File: config.mk
export PLATFORM = sky130hd
export DESIGN_NAME = rpn_expression_evaluator_flat
export DESIGN_NICKNAME = d
export VERILOG_FILES = /design/src/hdl/rpn_pkg.sv /design/src/hdl/rpn_if.sv /design/src/hdl/rpn_ram.sv /design/src/hdl/rpn_div.sv /design/src/hdl/rpn_expression_evaluator.sv /design/src/flat_wrapper.sv
export SDC_FILE = /design/constraint.sdc
export NUM_CORES = 2
export LEC_CHECK = 0
export BUFFER_PORTS_ARGS = -buffer_cell sky130_fd_sc_hd__buf_2
export CAP_MARGIN = 20
export CORE_MARGIN = 1
export CORE_UTILIZATION = 65
export CTS_BUF_LIST = sky130_fd_sc_hd__clkbuf_16
export DETAILED_ROUTE_END_ITERATION = 10
export PLACE_DENSITY_LB_ADDON = 0.3
export REMOVE_ABC_BUFFERS = 1
export SLEW_MARGIN = 20
export SYNTH_ARGS = -nofsm -noshare
export SYNTH_HDL_FRONTEND = slang
export SYNTH_SLANG_ARGS = --single-unit
export TNS_END_PERCENT = 10
File: constraint.sdc
create_clock -name clk -period 8.59 [get_ports clk]
set_input_delay 0.4295 -clock clk [delete_from_list [all_inputs] [get_ports clk]]
set_output_delay 0.4295 -clock clk [all_outputs]
set_load 0.005 [all_outputs]
File: src/hdl/rpn_pkg.sv
// Package for the reverse Polish expression evaluator.
// Holds data widths, stack depth default, character codes and operator codes.
// No dependencies; compiled before every other file of the block.
`default_nettype none

package rpn_pkg;

  // Value width and default stack depth
  localparam int DATA_W      = 32;
  localparam int CHAR_W      = 8;
  localparam int STACK_DEPTH = 16;

  typedef logic [DATA_W-1:0] data_t;
  typedef logic [CHAR_W-1:0] char_t;

  // Characters that carry meaning
  localparam char_t CH_PLUS  = 8'h2B; // '+'
  localparam char_t CH_MINUS = 8'h2D; // '-'
  localparam char_t CH_STAR  = 8'h2A; // '*'
  localparam char_t CH_SLASH = 8'h2F; // '/'
  localparam char_t CH_PCT   = 8'h25; // '%'
  localparam char_t CH_SPACE = 8'h20; // ' '
  localparam char_t CH_ZERO  = 8'h30; // '0'
  localparam char_t CH_NINE  = 8'h39; // '9'

  // Tokeniser phase
  typedef enum logic [1:0] {
    PH_FIRST = 2'd0,  // nothing seen yet but spaces
    PH_LIT   = 2'd1,  // inside a literal
    PH_OP    = 2'd2,  // just after an operator
    PH_SPACE = 2'd3   // after a separating space
  } phase_t;

  // Operator held while the operands are fetched
  typedef enum logic [2:0] {
    OP_ADD = 3'd0,
    OP_SUB = 3'd1,
    OP_MUL = 3'd2,
    OP_DIV = 3'd3,
    OP_MOD = 3'd4
  } op_t;

endpackage

`default_nettype wire

File: src/hdl/rpn_if.sv
// Valid/ready channel interfaces of the evaluator: characters in, results out.
// Depend on rpn_pkg for the payload types.
`default_nettype none

interface rpn_in_if;
  logic          valid;
  logic          ready;
  rpn_pkg::char_t char_code;
  logic          end_of_text;

  modport source (output valid, output char_code, output end_of_text, input ready);
  modport sink   (input valid, input char_code, input end_of_text, output ready);
endinterface

interface rpn_out_if;
  logic                              valid;
  logic                              ready;
  logic signed [rpn_pkg::DATA_W-1:0] result_value;
  logic                              error;

  modport source (output valid, output result_value, output error, input ready);
  modport sink   (input valid, input result_value, input error, output ready);
endinterface

`default_nettype wire

File: src/hdl/rpn_ram.sv
// Generic single-write, single-read RAM with registered read data.
// Stand-alone; no package needed.
`default_nettype none

module rpn_ram #(
  parameter int WIDTH = 32,
  parameter int DEPTH = 16
) (
  input  wire logic                     clk,
  input  wire logic                     we,
  input  wire logic [$clog2(DEPTH)-1:0] waddr,
  input  wire logic [WIDTH-1:0]         wdata,
  input  wire logic                     re,
  input  wire logic [$clog2(DEPTH)-1:0] raddr,
  output logic      [WIDTH-1:0]         rdata
);

  logic [WIDTH-1:0] mem [DEPTH];

  always_ff @(posedge clk) begin
    if (we) begin
      mem[waddr] <= wdata;
    end
    if (re) begin
      rdata <= mem[raddr];
    end
  end

endmodule

`default_nettype wire

File: src/hdl/rpn_div.sv
// Unsigned restoring divider, one quotient bit per cycle.
// Depends on nothing but its parameter; used by the evaluator top level.
`default_nettype none

module rpn_div #(
  parameter int WIDTH = 32
) (
  input  wire logic             clk,
  input  wire logic             rst_n,
  input  wire logic             start,
  input  wire logic [WIDTH-1:0] dividend,
  input  wire logic [WIDTH-1:0] divisor,
  output logic                  done,
  output logic      [WIDTH-1:0] quotient,
  output logic      [WIDTH-1:0] remainder
);

  localparam int CNT_W = $clog2(WIDTH + 1);

  logic             busy_r, busy_nxt;
  logic             done_r, done_nxt;
  logic [CNT_W-1:0] cnt_r, cnt_nxt;
  logic [WIDTH-1:0] quo_r, quo_nxt;
  logic [WIDTH-1:0] rem_r, rem_nxt;
  logic [WIDTH-1:0] dvs_r, dvs_nxt;
  logic [WIDTH:0]   trial;

  // One restoring step: shift in the next dividend bit, try the subtract
  assign trial = {rem_r, quo_r[WIDTH-1]} - {1'b0, dvs_r};

  always_comb begin
    busy_nxt = busy_r;
    done_nxt = 1'b0;
    cnt_nxt  = cnt_r;
    quo_nxt  = quo_r;
    rem_nxt  = rem_r;
    dvs_nxt  = dvs_r;
    if (start) begin
      busy_nxt = 1'b1;
      cnt_nxt  = CNT_W'(WIDTH);
      quo_nxt  = dividend;
      rem_nxt  = '0;
      dvs_nxt  = divisor;
    end else if (busy_r) begin
      if (!trial[WIDTH]) begin
        rem_nxt = trial[WIDTH-1:0];
        quo_nxt = {quo_r[WIDTH-2:0], 1'b1};
      end else begin
        rem_nxt = {rem_r[WIDTH-2:0], quo_r[WIDTH-1]};
        quo_nxt = {quo_r[WIDTH-2:0], 1'b0};
      end
      cnt_nxt = cnt_r - CNT_W'(1);
      if (cnt_r == CNT_W'(1)) begin
        busy_nxt = 1'b0;
        done_nxt = 1'b1;
      end
    end
  end

  always_ff @(posedge clk) begin
    if (!rst_n) begin
      busy_r <= 1'b0;
      done_r <= 1'b0;
      cnt_r  <= '0;
    end else begin
      busy_r <= busy_nxt;
      done_r <= done_nxt;
      cnt_r  <= cnt_nxt;
    end
    quo_r <= quo_nxt;
    rem_r <= rem_nxt;
    dvs_r <= dvs_nxt;
  end

  assign done      = done_r;
  assign quotient  = quo_r;
  assign remainder = rem_r;

endmodule

`default_nettype wire

File: src/hdl/rpn_expression_evaluator.sv
// Reverse Polish expression evaluator: top level with value stack RAM and divider.
// Depends on rpn_pkg, rpn_if (channels), rpn_ram and rpn_div.
//
// Characters arrive one beat at a time on in_chan; a beat with end_of_text set
// closes the expression and yields one beat on out_chan carrying the value, or
// error with a zero value. Digits, spaces and characters that need no stack read
// are handled in S_IDLE. An operator passes through S_RD_B, S_RD_A, S_EXEC and
// S_WB: the two operands are read one after the other from the single read port
// of the stack RAM, then the result is written back. Division and modulo add S_DIV,
// which waits for the 32 steps of the bit-serial divider. The end beat goes to
// S_FIN, by S_FIN_RD when the value is read from the stack, and waits there for
// the previous result to be taken. The stack is a STACK_DEPTH-entry RAM; only
// entries below the fill count are ever read, so it needs no clearing after reset.
`default_nettype none

module rpn_expression_evaluator #(
  parameter int STACK_DEPTH = rpn_pkg::STACK_DEPTH
) (
  input wire logic  clk,
  input wire logic  rst_n,
  rpn_in_if.sink    in_chan,
  rpn_out_if.source out_chan
);

  localparam int ADDR_W = $clog2(STACK_DEPTH);
  localparam int CNT_W  = $clog2(STACK_DEPTH + 1);
  localparam int DW     = rpn_pkg::DATA_W;

  typedef enum logic [7:0] {
    S_IDLE   = 8'b0000_0001,
    S_RD_B   = 8'b0000_0010,
    S_RD_A   = 8'b0000_0100,
    S_EXEC   = 8'b0000_1000,
    S_DIV    = 8'b0001_0000,
    S_WB     = 8'b0010_0000,
    S_FIN_RD = 8'b0100_0000,
    S_FIN    = 8'b1000_0000
  } state_t;

  state_t               state_r, state_nxt;
  logic [CNT_W-1:0]     cnt_r, cnt_nxt;
  rpn_pkg::data_t       acc_r, acc_nxt;
  rpn_pkg::phase_t      phase_r, phase_nxt;
  logic                 err_r, err_nxt;
  rpn_pkg::op_t         op_r, op_nxt;
  rpn_pkg::data_t       a_r, a_nxt;
  rpn_pkg::data_t       b_r, b_nxt;
  rpn_pkg::data_t       res_r, res_nxt;
  logic                 out_valid_r, out_valid_nxt;
  rpn_pkg::data_t       out_value_r, out_value_nxt;
  logic                 out_err_r, out_err_nxt;

  // Stack RAM and divider hookup
  logic                 mem_we, mem_re;
  logic [ADDR_W-1:0]    mem_waddr, mem_raddr;
  rpn_pkg::data_t       mem_wdata, mem_rdata;
  logic                 div_start, div_done;
  rpn_pkg::data_t       div_q, div_r;
  rpn_pkg::data_t       a_abs, b_abs;

  // Decode and helpers
  logic                 in_beat, out_free;
  logic                 is_digit, is_oper;
  rpn_pkg::op_t         char_op;
  rpn_pkg::data_t       acc_dig;
  logic [CNT_W-1:0]     cnt_m1, cnt_m2;

  rpn_ram #(
    .WIDTH (DW),
    .DEPTH (STACK_DEPTH)
  ) u_stack (
    .clk   (clk),
    .we    (mem_we),
    .waddr (mem_waddr),
    .wdata (mem_wdata),
    .re    (mem_re),
    .raddr (mem_raddr),
    .rdata (mem_rdata)
  );

  rpn_div #(
    .WIDTH (DW)
  ) u_div (
    .clk       (clk),
    .rst_n     (rst_n),
    .start     (div_start),
    .dividend  (a_abs),
    .divisor   (b_abs),
    .done      (div_done),
    .quotient  (div_q),
    .remainder (div_r)
  );

  assign in_chan.ready = (state_r == S_IDLE);
  assign in_beat       = in_chan.valid && in_chan.ready;
  assign out_free      = !out_valid_r || out_chan.ready;

  // Character classes
  assign is_digit = (in_chan.char_code >= rpn_pkg::CH_ZERO) &&
                    (in_chan.char_code <= rpn_pkg::CH_NINE);
  assign is_oper  = (in_chan.char_code == rpn_pkg::CH_PLUS)  ||
                    (in_chan.char_code == rpn_pkg::CH_MINUS) ||
                    (in_chan.char_code == rpn_pkg::CH_STAR)  ||
                    (in_chan.char_code == rpn_pkg::CH_SLASH) ||
                    (in_chan.char_code == rpn_pkg::CH_PCT);

  always_comb begin
    priority if (in_chan.char_code == rpn_pkg::CH_PLUS)  char_op = rpn_pkg::OP_ADD;
    else if     (in_chan.char_code == rpn_pkg::CH_MINUS) char_op = rpn_pkg::OP_SUB;
    else if     (in_chan.char_code == rpn_pkg::CH_STAR)  char_op = rpn_pkg::OP_MUL;
    else if     (in_chan.char_code == rpn_pkg::CH_SLASH) char_op = rpn_pkg::OP_DIV;
    else                                                 char_op = rpn_pkg::OP_MOD;
  end

  // acc * 10 + digit; a digit's low nibble is its value
  assign acc_dig = (acc_r << 3) + (acc_r << 1) + DW'(in_chan.char_code[3:0]);

  assign cnt_m1 = cnt_r - CNT_W'(1);
  assign cnt_m2 = cnt_r - CNT_W'(2);

  // Operand magnitudes for the divider
  assign a_abs = a_r[DW-1] ? (DW'(0) - a_r) : a_r;
  assign b_abs = b_r[DW-1] ? (DW'(0) - b_r) : b_r;

  // Sequencer. Reads and writes of the stack never overlap: each operator
  // finishes its write-back before the next beat is taken, so no forwarding.
  always_comb begin
    state_nxt     = state_r;
    cnt_nxt       = cnt_r;
    acc_nxt       = acc_r;
    phase_nxt     = phase_r;
    err_nxt       = err_r;
    op_nxt        = op_r;
    a_nxt         = a_r;
    b_nxt         = b_r;
    res_nxt       = res_r;
    out_valid_nxt = out_valid_r && !out_chan.ready;
    out_value_nxt = out_value_r;
    out_err_nxt   = out_err_r;
    mem_we        = 1'b0;
    mem_waddr     = cnt_r[ADDR_W-1:0];
    mem_wdata     = acc_r;
    mem_re        = 1'b0;
    mem_raddr     = cnt_m1[ADDR_W-1:0];
    div_start     = 1'b0;

    unique case (state_r)
      S_IDLE: begin
        if (in_beat && in_chan.end_of_text) begin
          // Close the expression: exactly one value must remain
          if (err_r || (phase_r == rpn_pkg::PH_FIRST) ||
              ((phase_r == rpn_pkg::PH_LIT) && (cnt_r != '0)) ||
              ((phase_r != rpn_pkg::PH_LIT) && (cnt_r != CNT_W'(1)))) begin
            err_nxt   = 1'b1;
            state_nxt = S_FIN;
          end else if (phase_r == rpn_pkg::PH_LIT) begin
            res_nxt   = acc_r;
            state_nxt = S_FIN;
          end else begin
            mem_re    = 1'b1;
            mem_raddr = '0;
            state_nxt = S_FIN_RD;
          end
        end else if (in_beat && !err_r) begin
          if (in_chan.char_code == rpn_pkg::CH_SPACE) begin
            // Space ends a literal: push it
            if (phase_r == rpn_pkg::PH_LIT) begin
              if (cnt_r >= CNT_W'(STACK_DEPTH)) begin
                err_nxt = 1'b1;
              end else begin
                mem_we  = 1'b1;
                cnt_nxt = cnt_r + CNT_W'(1);
                acc_nxt = '0;
              end
            end
            if (phase_r != rpn_pkg::PH_FIRST) begin
              phase_nxt = rpn_pkg::PH_SPACE;
            end
          end else if (is_digit) begin
            if (phase_r == rpn_pkg::PH_OP) begin
              err_nxt = 1'b1;
            end else if (phase_r == rpn_pkg::PH_LIT) begin
              acc_nxt = acc_dig;
            end else begin
              acc_nxt   = DW'(in_chan.char_code[3:0]);
              phase_nxt = rpn_pkg::PH_LIT;
            end
          end else if (is_oper && (phase_r == rpn_pkg::PH_SPACE)) begin
            phase_nxt = rpn_pkg::PH_OP;
            op_nxt    = char_op;
            if (cnt_r < CNT_W'(2)) begin
              err_nxt = 1'b1;
            end else begin
              // Fetch b, the top entry
              mem_re    = 1'b1;
              state_nxt = S_RD_B;
            end
          end else begin
            err_nxt = 1'b1;
          end
        end
      end

      S_RD_B: begin
        b_nxt     = mem_rdata;
        mem_re    = 1'b1;
        mem_raddr = cnt_m2[ADDR_W-1:0];
        state_nxt = S_RD_A;
      end

      S_RD_A: begin
        a_nxt     = mem_rdata;
        state_nxt = S_EXEC;
      end

      S_EXEC: begin
        unique case (op_r)
          rpn_pkg::OP_ADD: begin
            res_nxt   = a_r + b_r;
            state_nxt = S_WB;
          end
          rpn_pkg::OP_SUB: begin
            res_nxt   = a_r - b_r;
            state_nxt = S_WB;
          end
          rpn_pkg::OP_MUL: begin
            res_nxt   = a_r * b_r;
            state_nxt = S_WB;
          end
          rpn_pkg::OP_DIV, rpn_pkg::OP_MOD: begin
            if (b_r == '0) begin
              err_nxt   = 1'b1;
              state_nxt = S_IDLE;
            end else begin
              div_start = 1'b1;
              state_nxt = S_DIV;
            end
          end
          default: begin
            err_nxt   = 1'b1;
            state_nxt = S_IDLE;
          end
        endcase
      end

      S_DIV: begin
        // Signs: quotient negative when signs differ, remainder follows a
        if (div_done) begin
          if (op_r == rpn_pkg::OP_DIV) begin
            res_nxt = (a_r[DW-1] ^ b_r[DW-1]) ? (DW'(0) - div_q) : div_q;
          end else begin
            res_nxt = a_r[DW-1] ? (DW'(0) - div_r) : div_r;
          end
          state_nxt = S_WB;
        end
      end

      S_WB: begin
        mem_we    = 1'b1;
        mem_waddr = cnt_m2[ADDR_W-1:0];
        mem_wdata = res_r;
        cnt_nxt   = cnt_m1;
        state_nxt = S_IDLE;
      end

      S_FIN_RD: begin
        res_nxt   = mem_rdata;
        state_nxt = S_FIN;
      end

      S_FIN: begin
        // Hand over to the output register, then start afresh
        if (out_free) begin
          out_valid_nxt = 1'b1;
          out_value_nxt = err_r ? '0 : res_r;
          out_err_nxt   = err_r;
          cnt_nxt       = '0;
          acc_nxt       = '0;
          phase_nxt     = rpn_pkg::PH_FIRST;
          err_nxt       = 1'b0;
          state_nxt     = S_IDLE;
        end
      end

      default: begin
        state_nxt = S_IDLE;
      end
    endcase
  end

  always_ff @(posedge clk) begin
    if (!rst_n) begin
      state_r     <= S_IDLE;
      cnt_r       <= '0;
      acc_r       <= '0;
      phase_r     <= rpn_pkg::PH_FIRST;
      err_r       <= 1'b0;
      out_valid_r <= 1'b0;
    end else begin
      state_r     <= state_nxt;
      cnt_r       <= cnt_nxt;
      acc_r       <= acc_nxt;
      phase_r     <= phase_nxt;
      err_r       <= err_nxt;
      out_valid_r <= out_valid_nxt;
    end
    op_r        <= op_nxt;
    a_r         <= a_nxt;
    b_r         <= b_nxt;
    res_r       <= res_nxt;
    out_value_r <= out_value_nxt;
    out_err_r   <= out_err_nxt;
  end

  assign out_chan.valid        = out_valid_r;
  assign out_chan.result_value = $signed(out_value_r);
  assign out_chan.error        = out_err_r;

  // Checks
  a_cnt_bound: assert property (@(posedge clk) disable iff (!rst_n)
    cnt_r <= CNT_W'(STACK_DEPTH))
    else $error("stack count beyond depth");

  a_exec_operands: assert property (@(posedge clk) disable iff (!rst_n)
    (state_r == S_EXEC) |-> (cnt_r >= CNT_W'(2)))
    else $error("operator executing with fewer than two values");

  a_div_done: assert property (@(posedge clk) disable iff (!rst_n)
    div_done |-> (state_r == S_DIV))
    else $error("divider finished outside divide wait");

  a_write_slot: assert property (@(posedge clk) disable iff (!rst_n)
    mem_we |-> ((state_r == S_IDLE) || (state_r == S_WB)))
    else $error("stack write outside push or write-back");

  a_out_load: assert property (@(posedge clk) disable iff (!rst_n)
    $rose(out_valid_r) |-> $past(state_r == S_FIN))
    else $error("result raised without closing an expression");

endmodule

`default_nettype wire
File: src/flat_wrapper.sv
// flat-port wrapper written by rule: the top's interface ports become plain ports
module rpn_expression_evaluator_flat 
#(
  parameter int STACK_DEPTH = rpn_pkg::STACK_DEPTH
)
  (clk, rst_n, in_chan_valid, in_chan_char_code, in_chan_end_of_text, in_chan_ready, out_chan_valid, out_chan_result_value, out_chan_error, out_chan_ready);
  rpn_in_if in_chan_i ();
  rpn_out_if out_chan_i ();
  input wire logic clk;
  input wire logic rst_n;
  input wire logic [$bits(in_chan_i.valid)-1:0] in_chan_valid;
  input wire logic [$bits(in_chan_i.char_code)-1:0] in_chan_char_code;
  input wire logic [$bits(in_chan_i.end_of_text)-1:0] in_chan_end_of_text;
  output wire logic [$bits(in_chan_i.ready)-1:0] in_chan_ready;
  output wire logic [$bits(out_chan_i.valid)-1:0] out_chan_valid;
  output wire logic [$bits(out_chan_i.result_value)-1:0] out_chan_result_value;
  output wire logic [$bits(out_chan_i.error)-1:0] out_chan_error;
  input wire logic [$bits(out_chan_i.ready)-1:0] out_chan_ready;
  assign in_chan_i.valid = in_chan_valid;
  assign in_chan_i.char_code = in_chan_char_code;
  assign in_chan_i.end_of_text = in_chan_end_of_text;
  assign in_chan_ready = in_chan_i.ready;
  assign out_chan_valid = out_chan_i.valid;
  assign out_chan_result_value = out_chan_i.result_value;
  assign out_chan_error = out_chan_i.error;
  assign out_chan_i.ready = out_chan_ready;
  rpn_expression_evaluator #(.STACK_DEPTH(STACK_DEPTH)) u_core (.clk(clk), .rst_n(rst_n), .in_chan(in_chan_i), .out_chan(out_chan_i));
endmodule
# Word level (Yosys, flattened, before mapping)
# Memories as Yosys holds them, arrays and structs flattened. A register that Yosys moved wholly into a read port is not among the register bits.
# Cells that the tools add are included.
# op_classes
n_div	0
n_addsub	13
n_eq_ne	54
shift	0
order_cmp	4
reduce_logical	43
n_bitwise	6
n_mul	1
mux	106
# ops
cell	n
two-way mux 32 bit	21
one-hot mux 32 bit (4 select lines)	1
subtractor 1 x 32 -> 32 bit (first input constant)	4
one-hot mux 32 bit (3 select lines)	1
two-way mux 8 bit	10
adder 32 bit	2
one-hot mux 32 bit (2 select lines)	1
== test 8 x 6 -> 1 bit (second input constant)	7
one-hot mux 8 bit (7 select lines)	1
two-way mux 1 bit	38
two-way mux 5 bit	7
inequality test 3 bit (second input constant)	11
subtractor 33 x 32 -> 33 bit	1
adder 32 x 4 -> 32 bit	1
logical NOT 32 bit	1
multiplier 32 x 32 -> 32 bit	1
subtractor 32 bit	1
two-way mux 31 bit	1
inequality test 4 bit (second input constant)	6
two-way mux 2 bit	10
inequality test 2 bit (second input constant)	9
two-way mux 4 bit	4
one-hot mux 8 bit (2 select lines)	1
AND reduction 8 bit	2
50 further kinds	85
# word_totals
ff_bits	285
romBits	0
mem_count	1
input_bits	13
elab_cells	250
latch_bits	0
ramBits	512
# mem_list
name	depth	word_bits	read_ports	rd_ports_with_merged_regs	write_ports	line	source
u_core.u_stack.mem	16	32	1	1	1	rpn_ram.sv:18	logic [WIDTH-1:0] mem [DEPTH];

# Depth between registers and ports, before layout
# depth
ltp_word	12
mapped_depth	28
depth_no_buf	26

# By module
# Synthesis repeated with hierarchy kept, for this count alone.
# unflattened
hier_cells	4917
area_unflattened_um2	56947.1
# by_module_without_submodules
mod	cells_each	n_inst	seq_area_each_um2	area_each_um2
rpn_expression_evaluator	3491	1	4944.7	30658.2
rpn_ram	838	1	16335.7	20155.6
rpn_div	588	1	2722.6	6133.4

# Worst setup path after synthesis
# Ideal clock, no wire load.
# synth_timing
path_type	register to register
startpoint	register u_core.b_r[5]
endpoint	register u_core.res_r[30], data pin
arrival_ns	6.724
period_less_slack_ns	6.993
stages_incl_launch_ff	27
slack_ns	1.597
t_required_ns	8.321
path_buffers	2
cell_sequence	edfxtp_1 -> clkbuf_1 -> clkbuf_1 -> and2_1 -> fa_1 -> fa_1 -> fa_1 -> inv_1 -> fa_1 -> inv_1 -> fa_1 -> inv_1 -> fa_1 -> inv_1 -> fa_1 -> fa_1 -> ha_1 -> a21oi_1 -> nand2_1 -> a21o_1 -> a221o_1 -> a21o_1 -> and4_1 -> nor2_1 -> mux2i_1 -> a211oi_1 -> o21ai_0
# synth_between
elab_chain_len	3
word_cells_on_any_way	5
cone_classes	add/sub: 2; mul: 1; mux: 2
# synth_lines
element	line	source
from (decl)	rpn_expression_evaluator.sv:47	rpn_pkg::data_t b_r, b_nxt;
from (signal assigned)	rpn_expression_evaluator.sv:309	b_r <= b_nxt;
multiplier 32 x 32 -> 32 bit (tied with other cells)	rpn_expression_evaluator.sv:227	res_nxt = a_r * b_r;
one-hot mux 32 bit (3 select lines) *	rpn_expression_evaluator.sv:217	unique case (op_r)
one-hot mux 32 bit (4 select lines) *	rpn_expression_evaluator.sv:147	unique case (state_r)
named net u_core.res_nxt[30]	rpn_expression_evaluator.sv:48	rpn_pkg::data_t res_r, res_nxt;
to (signal assigned)	rpn_expression_evaluator.sv:310	res_r <= res_nxt;
to (decl)	rpn_expression_evaluator.sv:48	
# Mark *: on every way through the listed nets, which the timed path passes. The rest lies on a longest branch.
# A chain may end at the register's enable or synchronous reset.

# Worst setup path after layout
# layout_timing
startpoint	register u_core.a_r[9]
endpoint	register u_core.res_r[25], data pin
# layout_between
elab_chain_len	3
word_cells_on_any_way	5
cone_classes	add/sub: 2; mul: 1; mux: 2
# layout_lines
element	line	source
from (decl)	rpn_expression_evaluator.sv:46	rpn_pkg::data_t a_r, a_nxt;
from (signal assigned)	rpn_expression_evaluator.sv:308	a_r <= a_nxt;
multiplier 32 x 32 -> 32 bit (tied with other cells)	rpn_expression_evaluator.sv:227	
one-hot mux 32 bit (3 select lines) *	rpn_expression_evaluator.sv:217	
one-hot mux 32 bit (4 select lines) *	rpn_expression_evaluator.sv:147	
named net u_core.res_nxt[25]	rpn_expression_evaluator.sv:48	
# Marks and branches as above.

==> key figures <==
Outcome
  – Outcome: completed

Routing
  – Initial DRC count: ~5000
  – Via count: roughly 42000
  – Router iterations before antenna repair: 7
  – WL/cell: about 25 um
  – Routed Antenna Nets: 0
  – DRC: 0
  – Vias/cell: ~6.4
  – DRT Wirelength: about 160000 um

Worst hold path
  – Hold Crit Class: in -> reg

STA
  – Hold Vio Cnt, Final: 0
  – Peak Freq: roughly 120 MHz
  – Worst slew margin: 0.180
  – Clock Skew: about 0.042 ns
  – Setup total negative slack: 0 ns
  – Worst-Margin Slew: ~1.2 ns
  – Min cycle time layout: approximately 8.1 ns
  – Final Setup Violations: 0
  – Period utilisation layout: 0.940
  – Pins Over Slew Limit: 0
  – RSZ-0062 raised after global routing: false
  – Worst setup margin: about 0.52 ns

Die
  – Initial core utilization: 0.658
  – Die Y: 299 um
  – Core area: approximately 87000 um^2
  – IO Count: 48
  – Die W: approximately 300 um
  – Num rows: about 110
  – Die ar.: slightly below 90000 um^2

Worst setup path
  – Startpoint Class: register
  – CP required: approximately 9 ns
  – Buffers plus inverters on the worst setup path: 2
  – Max Fanout on Critical Path: 24
  – CP peak stage delay: between 1 and 1.5 ns
  – Crit path arrival time: between 8 and 9 ns
  – Worst Path Class, Setup: reg -> reg
  – CP cell instances: and2_1 -> fa_1 -> inv_1 -> fa_1 -> fa_1 -> fa_1 -> inv_1 -> ha_1 -> ha_1 -> fa_1 -> fa_1 -> ha_1 -> a21o_1 -> a21o_1 -> a2111oi_0 -> a21oi_1 -> a21o_1 -> a21oi_1 -> o21ai_0 -> a31oi_1 -> xor2_1 -> o221ai_1
  – CP Capture Type: register
  – Delay-heaviest family, CP: adder cells
  – Max stage delay cell, worst path: edfxtp_1
  – Most common cell on crit path: fa_1

Clocking
  – Clock Latency Late Sink: roughly 0.67 ns
  – TritonCTS Buffers: between 80 and 90
  – CTS sink count: 829
  – Longest Clk Path Bufs: 3
  – H-tree Lvls: 3
  – Postcts setup bufs: 0
  – Post-cts gate resize count: 0
  – Hold buffers post-CTS: 0
  – CTS Root Cell: clkbuf_16
  – CTS tree: done
  – Reg clk slew, reported paths: ~0.070 ns

Place
  – Final HPWL DP: ~110000 um
  – GP Congestion: roughly 1
  – Placed cells: between 6000 and 7000
  – IO buf count: between 40 and 50
  – Setup WS pre-CTS: 0.739 ns

Finish
  – Nets: approximately 6100
  – Most common cell after layout, fill and taps aside: nand2_1
  – Non-filler instance count after layout: approximately 6600
  – Commonest cells after routing, fill and taps aside: nand2_1, edfxtp_1, inv_1, and2_1, fa_1
  – Util after Layout: 0.706
  – Area growth syn-to-layout: 7.33%
  – Layout cells sized above 1: 0.0589

Synthesis
  – Post-synth EDFFs: 740
  – Async SR Flop Fraction: 0
  – Register area share after synthesis: 0.420
  – Mapped Avg Cell Area: about 10 um^2
  – Post-Synthesis Cells: roughly 5500
  – Main synth FF type: edfxtp_1
  – Ys Warns: 0
  – #FFs+latches synth: a little over 800
  – Synth Cell Area: roughly 57000 um^2
  – Netlist cell types: 82

Global route
  – Vias in the first global route: about 42000
  – Initial antenna violation count: 4
  – Largest net degree at the start of global routing: roughly 200
  – First-pass GRT wire length: between 200000 and 300000 um
  – Gr ovfl total: 0
  – GRT Total Usage: 0.373

Run
  – Max Cap Viol: 0

Power
  – Leakage: approximately 24 nW
  – Power density cells: between 200 and 250 nW/um^2
  – Final Power: around 13 mW
  – Peak VDD IR: 0.299 mV
## power breakdown
part / total [mW] / internal, mW / leakage, nW / switching, mW
Sequential: 4.50 / 4.38 / 7.33 / 0.120
Clock: 3.62 / 2.06 / 1.40 / 1.56
Combinational: 4.54 / 1.81 / 15.5 / 2.72
## state kept, by name (all words and copies together) (netlist names)
name / flops
u_core.u_stack.mem: 512
u_core.a_r: 32
u_core.acc_r: 32
u_core.b_r: 32
u_core.out_chan.result_value: 32
u_core.res_r: 32
u_core.u_div.dvs_r: 32
u_core.u_div.quotient: 32
u_core.u_div.remainder: 32
u_core.u_stack.rdata: 32
u_core.state_r: 8
u_core.u_div.cnt_r: 6
u_core.cnt_r: 5
u_core.op_r: 3
u_core.phase_r: 2
u_core.err_r: 1
u_core.out_chan.error: 1
u_core.out_chan.valid: 1
u_core.u_div.busy_r: 1
u_core.u_div.done: 1
## logic make-up (layout without fill, tap and decap cells)
kind of cell / Yosys count / after routing / synth area share
AOI/OAI and AO/OA: 1074 / 1074 / 0.123
xor gates and xnor gates: 313 / 313 / 0.0480
adders and majority gates: 670 / 670 / 0.201
buffers and inverters: 775 / 751 / 0.0510
DFF: 829 / 829 / 0.420
muxes: 30 / 30 / 0.00528
other: 0 / 3 / 0
and+or+nand+nor: 1781 / 1781 / 0.151
## worst paths after layout
path | depth (start not counted) | from | slack (ns) | to
max | 22 | u_core.a_r[9]$_DFFE_PP_ | 0.52 | u_core.res_r[25]$_DFFE_PP_
min | 3 | in_chan_valid | 0.08 | u_core.state_r[7]$_SDFFE_PN0P_
max reg2reg | 22 | u_core.a_r[9]$_DFFE_PP_ | 0.52 | u_core.res_r[25]$_DFFE_PP_
min reg2reg | 2 | u_core.u_div.cnt_r[0]$_SDFFE_PP0P_ | 0.49 | u_core.u_div.cnt_r[0]$_SDFFE_PP0P_
## synthesized netlist by cell type (all sizes together), types with 11 or more instances
master | instances | area (um^2)
nor2 | 191 | 717
a21oi | 233 | 1170
o41ai | 18 | 176
o21ai | 231 | 1160
xnor2 | 184 | 1610
fa | 412 | 8250
edfxtp | 740 | 22200
nand2b | 35 | 219
clkbuf | 297 | 1110
a21o | 46 | 345
nor2b | 63 | 394
a211oi | 201 | 1510
nand3 | 46 | 230
or3 | 30 | 198
nor4 | 19 | 119
and2 | 450 | 2820
or4 | 19 | 154
a21boi | 19 | 143
inv | 453 | 1700
mux2i | 29 | 290
a221oi | 22 | 193
nor3 | 44 | 220
buf | 23 | 93.8
xor2 | 129 | 1130
o21a | 29 | 218
nand2 | 808 | 3030
a311oi | 67 | 587
o31a | 11 | 96.3
a31oi | 81 | 507
nand4 | 13 | 81.3
ha | 258 | 3230
dfxtp | 89 | 1780
o31ai | 37 | 283
and3 | 17 | 106
## layout make-up
class	instances	area [um^2]
clock inverter	64	598
antenna	3	7.51
clock buffer	84	2100
sequential	829	24000
timing repair buffer	148	1030
tap	1155	1450
inverter	455	1710
fill	6263	25500
multi-input combinational	3868	30400
## layer usage
layer | track usage | up-vias | wire (um)
met5 | 0 | - | 13
met4 | 0.170 | 2 | 8210
met3 | 0.0737 | 435 | 17500
met2 | 0.592 | 2275 | 76500
met1 | 0.499 | 20800 | 62500
li1 | - | 18700 | -
## worst register-to-register path: stages (launching register included)
cell and delay (ns):
edfxtp_1 1.15, and2_1 0.28, fa_1 0.44, inv_1 0.09, fa_1 0.43, fa_1 0.48
fa_1 0.54, inv_1 0.04, ha_1 0.28, ha_1 0.29, fa_1 0.50, fa_1 0.41
ha_1 0.36, a21o_1 0.20, a21o_1 0.20, a2111oi_0 0.29, a21oi_1 0.17, a21o_1 0.28
a21oi_1 0.30, o21ai_0 0.23, a31oi_1 0.26, xor2_1 0.33, o221ai_1 0.21
## through the flow
stage | hold WS [ns] | instance area [um^2]
final | 0.0818 | 61300
after global routing | 0.0971 | 61300
after CTS | 0.0639 | 61300
after detailed placement | 0.484 | 58600
after global placement | 0.473 | 58600
after floorplan | 0.444 | 55900
No activity file was read; power rests on OpenSTA's default activity.
